<file path="config.mk">
export PLATFORM = sky130hd
export DESIGN_NAME = interval_gap_merge
export DESIGN_NICKNAME = d
export VERILOG_FILES = /design/src/hw/rtl/igm_pkg.sv /design/src/hw/rtl/interval_gap_merge.sv /design/src/hw/rtl/igm_front.sv /design/src/hw/rtl/igm_queue.sv /design/src/hw/rtl/igm_back.sv
export SDC_FILE = /design/constraint.sdc
export NUM_CORES = 1
export LEC_CHECK = 0
export BUFFER_PORTS_ARGS = -buffer_cell sky130_fd_sc_hd__buf_4
export CORE_AREA = 2 2 433 220
export DETAILED_ROUTE_END_ITERATION = 16
export DIE_AREA = 0 0 435 222
export SYNTH_ARGS = -nofsm -noshare
export SYNTH_HDL_FRONTEND = slang
export SYNTH_SLANG_ARGS = --single-unit
</file>
<file path="constraint.sdc">
create_clock -name i_clk -period 25.4 [get_ports i_clk]
set_clock_uncertainty 0.05 [all_clocks]
set_input_delay 1.27 -clock i_clk [delete_from_list [all_inputs] [get_ports i_clk]]
set_output_delay 1.27 -clock i_clk [all_outputs]
set_load 0.1 [all_outputs]
</file>
<file path="src/hw/rtl/igm_pkg.sv">
// ----------------------------------------------------------------------------
// igm_pkg
// shared widths, codes and the queue record of the interval gap merge block
// ----------------------------------------------------------------------------
package igm_pkg;

    localparam int REF_W       = 16;
    localparam int POS_W       = 32;
    localparam int CNT_W       = 32;
    localparam int GAP_W       = 20;
    localparam int FRAC_BITS   = 16;
    localparam int WIN_W       = POS_W + 1;
    localparam int DENS_W      = CNT_W + FRAC_BITS;
    localparam int DIV_STEPS   = DENS_W;
    localparam int DIV_CNT_W   = $clog2(DIV_STEPS);
    localparam int REM_W       = WIN_W + 1;

    localparam int IN_FIELDS_W = REF_W + 2 * POS_W + CNT_W;
    localparam int IN_TDATA_W  = ((IN_FIELDS_W + 7) / 8) * 8;
    localparam int OUT_FIELDS_W = REF_W + 2 * POS_W + WIN_W + CNT_W + DENS_W;
    localparam int OUT_TDATA_W = ((OUT_FIELDS_W + 7) / 8) * 8;

    localparam int QUEUE_DEPTH = 2;
    localparam int QUEUE_AW    = $clog2(QUEUE_DEPTH);
    localparam int QUEUE_CW    = $clog2(QUEUE_DEPTH + 1);

    localparam logic [GAP_W-1:0] GAP_RESET = GAP_W'(4);

    typedef enum logic {
        ACT_RECORD = 1'b0,
        ACT_FLUSH  = 1'b1
    } t_action;

    typedef struct packed {
        logic [CNT_W-1:0] count;
        logic [POS_W-1:0] end_pos;
        logic [POS_W-1:0] begin_pos;
        logic [REF_W-1:0] ref_id;
    } t_emit;

    typedef struct packed {
        logic  valid;
        t_emit data;
    } t_queue_head;

endpackage

</file>
<file path="src/hw/rtl/interval_gap_merge.sv">
// ----------------------------------------------------------------------------
// interval_gap_merge
// merges a sorted stream of intervals whose start gap is below merge_gap and
// emits each merged interval with window size, count total and Q32.16 density
// ----------------------------------------------------------------------------
// throughput: one input transfer per cycle while the two-entry queue has room;
//   the back part works on one emitted interval at a time, through the bit-serial
//   density divider, which a bad window skips
// reset: synchronous, active low; clears the pending interval and the queue,
//   merge_gap returns to 4
// ----------------------------------------------------------------------------
module interval_gap_merge (
    input  logic                             i_clk,
    input  logic                             i_rst_n,
    input  logic                             i_cfg_we,
    input  logic [igm_pkg::GAP_W-1:0]        i_cfg_wdata,
    input  logic                             s_axis_tvalid,
    output logic                             s_axis_tready,
    // ref_id, begin_pos, end_pos, n_value
    input  logic [igm_pkg::IN_TDATA_W-1:0]   s_axis_tdata,
    // action
    input  logic                             s_axis_tuser,
    output logic                             m_axis_tvalid,
    input  logic                             m_axis_tready,
    // out_ref_id, out_begin, out_end, window_size, n_total, density, zero pad
    output logic [igm_pkg::OUT_TDATA_W-1:0]  m_axis_tdata,
    // bad_window
    output logic                             m_axis_tuser
);
    import igm_pkg::*;

    t_emit        w_rec;
    logic         w_queue_full;
    logic         w_push;
    t_emit        w_push_data;
    logic         w_pop;
    t_queue_head  w_head;

    assign w_rec = t_emit'(s_axis_tdata[IN_FIELDS_W-1:0]);

    igm_front u_front (
        .i_clk        (i_clk),
        .i_rst_n      (i_rst_n),
        .i_cfg_we     (i_cfg_we),
        .i_cfg_wdata  (i_cfg_wdata),
        .i_valid      (s_axis_tvalid),
        .o_ready      (s_axis_tready),
        .i_action     (s_axis_tuser),
        .i_rec        (w_rec),
        .i_queue_full (w_queue_full),
        .o_push       (w_push),
        .o_push_data  (w_push_data)
    );

    igm_queue u_queue (
        .i_clk       (i_clk),
        .i_rst_n     (i_rst_n),
        .i_push      (w_push),
        .i_push_data (w_push_data),
        .o_full      (w_queue_full),
        .i_pop       (w_pop),
        .o_head      (w_head)
    );

    igm_back u_back (
        .i_clk   (i_clk),
        .i_rst_n (i_rst_n),
        .i_head  (w_head),
        .o_pop   (w_pop),
        .o_valid (m_axis_tvalid),
        .i_ready (m_axis_tready),
        .o_data  (m_axis_tdata),
        .o_bad   (m_axis_tuser)
    );

endmodule

</file>
<file path="src/hw/rtl/igm_front.sv">
// ----------------------------------------------------------------------------
// igm_front
// accepts interval transfers, holds the pending merged interval and decides
// join or emit; emitted intervals are pushed into the queue
// ----------------------------------------------------------------------------
module igm_front (
    input  logic                        i_clk,
    input  logic                        i_rst_n,
    input  logic                        i_cfg_we,
    input  logic [igm_pkg::GAP_W-1:0]   i_cfg_wdata,
    input  logic                        i_valid,
    output logic                        o_ready,
    input  logic                        i_action,
    input  igm_pkg::t_emit              i_rec,
    input  logic                        i_queue_full,
    output logic                        o_push,
    output igm_pkg::t_emit              o_push_data
);
    import igm_pkg::*;

    logic                 r_pend_valid;
    t_emit                r_pend;
    logic [GAP_W-1:0]     r_merge_gap;

    logic                 w_accept;
    logic [POS_W+1:0]     w_limit;
    logic                 w_join;
    logic [CNT_W:0]       w_sum;
    logic [CNT_W-1:0]     w_sat;

    assign o_ready  = !i_queue_full;
    assign w_accept = i_valid && o_ready;

    // gap = begin - (end + 1) < merge_gap  <=>  begin < end + 1 + merge_gap
    assign w_limit = {2'b00, r_pend.end_pos} + (POS_W+2)'(1)
                   + (POS_W+2)'(r_merge_gap);
    assign w_join  = (i_rec.ref_id == r_pend.ref_id)
                   && ({2'b00, i_rec.begin_pos} < w_limit);

    assign w_sum = {1'b0, r_pend.count} + {1'b0, i_rec.count};
    assign w_sat = w_sum[CNT_W] ? {CNT_W{1'b1}} : w_sum[CNT_W-1:0];

    assign o_push_data = r_pend;
    assign o_push      = w_accept && r_pend_valid
                       && ((t_action'(i_action) == ACT_FLUSH) || !w_join);

    always_ff @(posedge i_clk) begin
        if (!i_rst_n) begin
            r_pend_valid <= 1'b0;
            r_merge_gap  <= GAP_RESET;
        end else begin
            if (i_cfg_we) begin
                r_merge_gap <= i_cfg_wdata;
            end
            if (w_accept) begin
                if (t_action'(i_action) == ACT_FLUSH) begin
                    r_pend_valid <= 1'b0;
                end else if (r_pend_valid && w_join) begin
                    r_pend.end_pos <= i_rec.end_pos;
                    r_pend.count   <= w_sat;
                end else begin
                    r_pend_valid <= 1'b1;
                    r_pend       <= i_rec;
                end
            end
        end
    end

endmodule

</file>
<file path="src/hw/rtl/igm_queue.sv">
// ----------------------------------------------------------------------------
// igm_queue
// short queue of emitted intervals between the front and the back part
// ----------------------------------------------------------------------------
module igm_queue (
    input  logic                  i_clk,
    input  logic                  i_rst_n,
    input  logic                  i_push,
    input  igm_pkg::t_emit        i_push_data,
    output logic                  o_full,
    input  logic                  i_pop,
    output igm_pkg::t_queue_head  o_head
);
    import igm_pkg::*;

    t_emit                r_mem [QUEUE_DEPTH];
    logic [QUEUE_AW-1:0]  r_wr_ptr;
    logic [QUEUE_AW-1:0]  r_rd_ptr;
    logic [QUEUE_CW-1:0]  r_count;

    logic                 w_push;
    logic                 w_pop;

    assign o_full      = (r_count == QUEUE_CW'(QUEUE_DEPTH));
    assign o_head.valid = (r_count != '0);
    assign o_head.data  = r_mem[r_rd_ptr];

    assign w_push = i_push && !o_full;
    assign w_pop  = i_pop && o_head.valid;

    always_ff @(posedge i_clk) begin
        if (w_push) begin
            r_mem[r_wr_ptr] <= i_push_data;
        end
    end

    always_ff @(posedge i_clk) begin
        if (!i_rst_n) begin
            r_wr_ptr <= '0;
            r_rd_ptr <= '0;
            r_count  <= '0;
        end else begin
            if (w_push) begin
                r_wr_ptr <= (r_wr_ptr == QUEUE_AW'(QUEUE_DEPTH - 1)) ? '0
                                                                     : r_wr_ptr + 1'b1;
            end
            if (w_pop) begin
                r_rd_ptr <= (r_rd_ptr == QUEUE_AW'(QUEUE_DEPTH - 1)) ? '0
                                                                     : r_rd_ptr + 1'b1;
            end
            case ({w_push, w_pop})
                2'b10:   r_count <= r_count + 1'b1;
                2'b01:   r_count <= r_count - 1'b1;
                default: r_count <= r_count;
            endcase
        end
    end

endmodule

</file>
<file path="src/hw/rtl/igm_back.sv">
// ----------------------------------------------------------------------------
// igm_back
// takes emitted intervals from the queue, works out window size and density
// with a bit-serial restoring divider and drives the result register
// ----------------------------------------------------------------------------
module igm_back (
    input  logic                             i_clk,
    input  logic                             i_rst_n,
    input  igm_pkg::t_queue_head             i_head,
    output logic                             o_pop,
    output logic                             o_valid,
    input  logic                             i_ready,
    output logic [igm_pkg::OUT_TDATA_W-1:0]  o_data,
    output logic                             o_bad
);
    import igm_pkg::*;

    typedef enum logic [1:0] {
        S_IDLE,
        S_DIV,
        S_HOLD
    } t_state;

    t_state                r_state;
    t_emit                 r_item;
    logic [WIN_W-1:0]      r_win;
    logic                  r_bad;
    logic [REM_W-1:0]      r_rem;
    logic [DENS_W-1:0]     r_quo;
    logic [DIV_CNT_W-1:0]  r_cnt;
    logic                  r_out_valid;
    logic [OUT_TDATA_W-1:0] r_out_data;
    logic                  r_out_bad;

    logic                  w_bad;
    logic [WIN_W-1:0]      w_win;
    logic [REM_W-1:0]      w_shift;
    logic [REM_W-1:0]      w_trial;
    logic                  w_fits;
    logic                  w_load_out;

    assign w_bad = (i_head.data.end_pos < i_head.data.begin_pos);
    assign w_win = {1'b0, i_head.data.end_pos} + WIN_W'(1) - {1'b0, i_head.data.begin_pos};

    // one quotient bit per cycle
    assign w_shift = {r_rem[REM_W-2:0], r_quo[DENS_W-1]};
    assign w_trial = w_shift - {1'b0, r_win};
    assign w_fits  = (w_shift >= {1'b0, r_win});

    assign o_pop      = (r_state == S_IDLE) && i_head.valid;
    assign w_load_out = (r_state == S_HOLD) && (!r_out_valid || i_ready);

    assign o_valid = r_out_valid;
    assign o_data  = r_out_data;
    assign o_bad   = r_out_bad;

    always_ff @(posedge i_clk) begin
        if (!i_rst_n) begin
            r_state     <= S_IDLE;
            r_out_valid <= 1'b0;
        end else begin
            if (r_out_valid && i_ready && !w_load_out) begin
                r_out_valid <= 1'b0;
            end
            unique case (r_state)
                S_IDLE: begin
                    if (i_head.valid) begin
                        r_item <= i_head.data;
                        r_bad  <= w_bad;
                        r_rem  <= '0;
                        r_cnt  <= '0;
                        if (w_bad) begin
                            r_win   <= '0;
                            r_quo   <= '0;
                            r_state <= S_HOLD;
                        end else begin
                            r_win   <= w_win;
                            r_quo   <= {i_head.data.count, {FRAC_BITS{1'b0}}};
                            r_state <= S_DIV;
                        end
                    end
                end
                S_DIV: begin
                    r_rem <= w_fits ? w_trial : w_shift;
                    r_quo <= {r_quo[DENS_W-2:0], w_fits};
                    r_cnt <= r_cnt + 1'b1;
                    if (r_cnt == DIV_CNT_W'(DIV_STEPS - 1)) begin
                        r_state <= S_HOLD;
                    end
                end
                S_HOLD: begin
                    if (w_load_out) begin
                        r_out_valid <= 1'b1;
                        r_out_bad   <= r_bad;
                        r_out_data  <= OUT_TDATA_W'({r_quo, r_item.count, r_win,
                                                     r_item.end_pos, r_item.begin_pos,
                                                     r_item.ref_id});
                        r_state     <= S_IDLE;
                    end
                end
                default: r_state <= S_IDLE;
            endcase
        end
    end

endmodule
</file>
==> results.ini <==
[status]
status=complete, no violations

[yosys]
syn_area_mm2=0.0359
async_flop_share_pct=0
ys_ff_latch=792
yosysTopAreaCellShare_pct=63.8
synthFlopType=edfxtp_1
synth-edff-count=763
ys_seq_area_share_pct=65.4
yosysUniqueCellTypes=82
synthTopCellsByArea=edfxtp_1 (64%), ha_1 (6.5%), mux2i_1 (2.6%)
syn-instance-count=2550
syn_area_per_cell_um2=14.1
yosys_warnings=0
synth_area_leader_cell=edfxtp_1

[grt]
use_met1_pct=22.2
grt_max_degree=80
antenna_found_initial=2
grt_overflow_total=0
grt_util_met3_pct=2.78
grt_pass1_vias=21100
grt_busiest_layer=met2
grt_use_met2_pct=29.9
grt_usage_pct=17.1
grt_pass1_wl_um=127000

[setup_path]
reg2reg_to=u_front.o_push_data[39]$_DFFE_PP_
crit_type=reg2reg
start_kind=register
endpoint_kind=register
critPathRequiredTime_ns=25.65
critPathMaxStageDelay_ns=0.64
reg2reg_setup_slack_ns=17.16
crit_fanout=48
crit_chain=and3_1 -> nand4_1 -> nor2_1 -> nand3_1 -> xnor2_1 -> ha_1 -> o21a_1 -> nor2_1 -> or4b_4 -> o21a_1 -> nor3_1 -> o21ai_0 -> xor2_1 -> ha_1 -> or4_1 -> a221oi_1 -> o21ai_0 -> a211oi_1 -> o211ai_1 -> nand4_1 -> a31o_1 -> nand3_4 -> and2_2 -> buf_4
r2r-start=u_front.o_push_data[50]$_DFFE_PP_
worstRegToRegCells=24
arrival_ns=8.49
cpMaxStageDelayCell=nand3_4

[timing]
fin_hold_ws_ns=0.363
rsz0062_at_grt=no
tns_ns=0
relSlewSlack_pct=30.6
hold_viol=0
period_needed_ns=8.24
worst_slew_pin_slew_ns=1.04
slew_violations=0
fmax_mhz=121
setup_viol=0
period_share_pct=32.4

[cts]
cts_hold_buf=0
numCtsBuffers=75
htree_levels=3
clkTransAtPathRegs_ns=0.06
clkLatencyLatePin_ns=0.65
cts.repair.resized=0
postCtsSetupBuffers=0
cts_tree=done
clock-sinks=792
clockBufferDepth=3
cts_root_buffer=clkbuf_16

[routing]
vias_per_cell=4.97
first_pass_iters=5
vias=21100
avgRoutedWirePerCell_um=19.9
routed_wl_um=84100
ant_nets=0
drt_iter0_drc=1242
drc=0

[min_path]
hold_class=reg2reg
hold_depth=0
whs_endpoint=u_back.o_data[143]$_DFFE_PP_
hold_start=u_back.r_item[110]$_DFFE_PP_

[placed_design]
post-dp-hpwl_um=60500
numPortBuffers=333
globalplace.congestion=0.844
dp.cells=4096

[floorplanning]
rows=79
ioPinCount=341
die_area_mm2=0.0966
start_util_pct=38.8
fp.dieW_um=435
die-height_um=222
core_mm2=0.0925

[layout]
post-route-util_pct=45.9
syn2layout_area_growth_pct=18.2
nFillCells=8332
final_nets=3261
drive_gt1_share_pct=19.0
fin_cells=4237

[flow_run]
maxCapViolations=0

[power_and_ir_drop]
max-vdd-ir-drop_uv=67.6
pwr-share-clk_pct=26.4
powerDensity_mw_per_mm2=105
p_comb_share_pct=33.4
switchingPower_uw=1570
swShare_pct=35.1
internal_power_uw=2890
p_seq_share_pct=40.1
leakagePower_uw=0.0160

cell usage in the layout, fill, tap and decap left out, types with 8 or more instances in the layout:
cell type  count
nand3_1       34
clkbuf_16     77
and2_1        29
a21oi_1      117
xnor2_1       81
nand4_1       17
clkinv_1      14
clkinv_2       9
a21o_1        57
nor3_1        28
a211oi_1      16
mux2i_1       92
nor2b_1       45
fa_1          19
xor2_1        71
a31oi_1       23
edfxtp_1     763
nor2_1       142
nand2_1      151
bufinv_16     12
mux2_2        65
o211ai_1      12
inv_1        162
o21a_1        20
o31ai_1       14
o21ai_0       90
nand2b_1      25
nor4_1         8
or3_1          8
clkbuf_1      12
buf_4        353
dfxtp_1       28
o21bai_1      21
a21boi_0      11
and3_1        16
ha_1         186
registers in the layout (all words and copies together) (netlist names), named ones only:
register and flops:
u_front.r_pend_valid 1, u_back.r_item 112, u_back.r_state 2, u_queue.r_count 2, u_back.r_win 33, u_back.r_cnt 6
u_back.r_rem 33, u_back.o_valid 1, u_back.o_data 193, u_front.r_merge_gap 20, u_back.o_bad 1, u_front.o_push_data 112
u_queue.r_rd_ptr 1, u_back.r_bad 1, u_queue.r_mem 224, u_queue.r_wr_ptr 1, u_back.r_quo 48
Yosys cell counts (5+ instances only):
cell,n
mux2_2,65
fa_1,19
a211oi_1,16
ha_1,186
buf_1,7
xor2_1,71
a21o_1,57
o31ai_1,14
mux2i_1,92
and3_1,16
a21boi_0,11
buf_4,7
and4_1,6
a311o_1,5
a31oi_1,23
nand4_1,17
a221oi_1,7
xnor2_1,81
nand3_1,34
o21bai_1,21
or3_1,8
inv_1,162
o21ai_0,90
nor3_1,28
nor3b_1,7
nor2_1,144
and2_1,31
o22ai_1,6
nor2b_1,47
o31a_1,6
o21a_1,20
dfxtp_1,29
a21oi_1,117
nor4_1,8
buf_2,8
nand2_1,151
nand2b_1,26
clkbuf_1,43
o211ai_1,12
a41oi_1,6
edfxtp_1,763
a2111oi_0,6
a211o_1,5
mux2_4,7
worst max-delay path, delay by kind of cell (launching register included):
kind                     cells  cell delay [ns]
adder cells (fa/ha/maj)      2             0.56
AND/OR/NAND/NOR             11             4.12
XOR/XNOR                     2             0.32
flip-flops                   1             0.45
buffers and inverters        1             0.32
AO/OA/AOI/OAI                8             1.97
power groups by stage:
stage | Combinational (uW) | Sequential, uW | Clock [uW]
after floorplan | 894 | 2050 | 0
after global placement | 1480 | 1820 | 0
after detailed placement | 1490 | 1820 | 0
after CTS | 1500 | 1790 | 1210
after global routing | 1640 | 1810 | 1260
final | 1490 | 1790 | 1180
kinds of logic after synthesis:
| family | synth area share [%] |
|---|---|
| multiplexers | 4.89 |
| AO/OA/AOI/OAI | 8.26 |
| adder cells (fa/ha/maj) | 7.54 |
| buffers and inverters | 2.58 |
| flip-flops | 65.4 |
| AND/OR/NAND/NOR | 7.64 |
| other | 0.0104 |
| XOR/XNOR | 3.71 |
layout make-up:
cell class / instances / area, um2 / area share, %
multi-input cells: 1533 / 11600 / 27.3
inverters: 163 / 612 / 1.44
clock buffers: 89 / 1970 / 4.64
well taps: 1255 / 1570 / 3.70
clock inverters: 49 / 592 / 1.39
repair buffers: 353 / 2650 / 6.24
flip-flops and latches: 792 / 23500 / 55.3
diodes: 3 / 7.51 / 0.0177
per-stage QoR:
| stage | power (uW) | area, um2 | setup WS (ns) |
|---|---|---|---|
| after floorplan | 2950 | 36000 | 14.45 |
| after global placement | 3290 | 39900 | 17.38 |
| after detailed placement | 3310 | 39900 | 17.21 |
| after CTS | 4510 | 42500 | 17.17 |
| after global routing | 4710 | 42500 | 16.55 |
| final | 4460 | 42500 | 17.16 |
worst max-delay path by stage:
stage / from / end / slack, ns / cells after the start
CTS: u_front.o_push_data[50]$_DFFE_PP_ / u_queue.r_mem[0][78]$_DFFE_PP_ / 17.17 / 24
detailed placement: u_front.o_push_data[50]$_DFFE_PP_ / u_queue.r_mem[0][78]$_DFFE_PP_ / 17.21 / 24
finish: u_front.o_push_data[50]$_DFFE_PP_ / u_front.o_push_data[39]$_DFFE_PP_ / 17.16 / 24
global placement: u_front.o_push_data[50]$_DFFE_PP_ / u_queue.r_mem[0][77]$_DFFE_PP_ / 17.38 / 25
global route: u_front.o_push_data[50]$_DFFE_PP_ / u_front.o_push_data[30]$_DFFE_PP_ / 16.55 / 24
floorplan: i_rst_n / u_back.o_bad$_DFFE_PP_ / 14.45 / 3
per-layer routing:
metal	up-vias	wire length [um]
li1	10200	-
met1	10400	37200
met2	356	42600
met3	94	2800
met4	0	1540
met5	-	0
(Power assumes the default switching activity.)
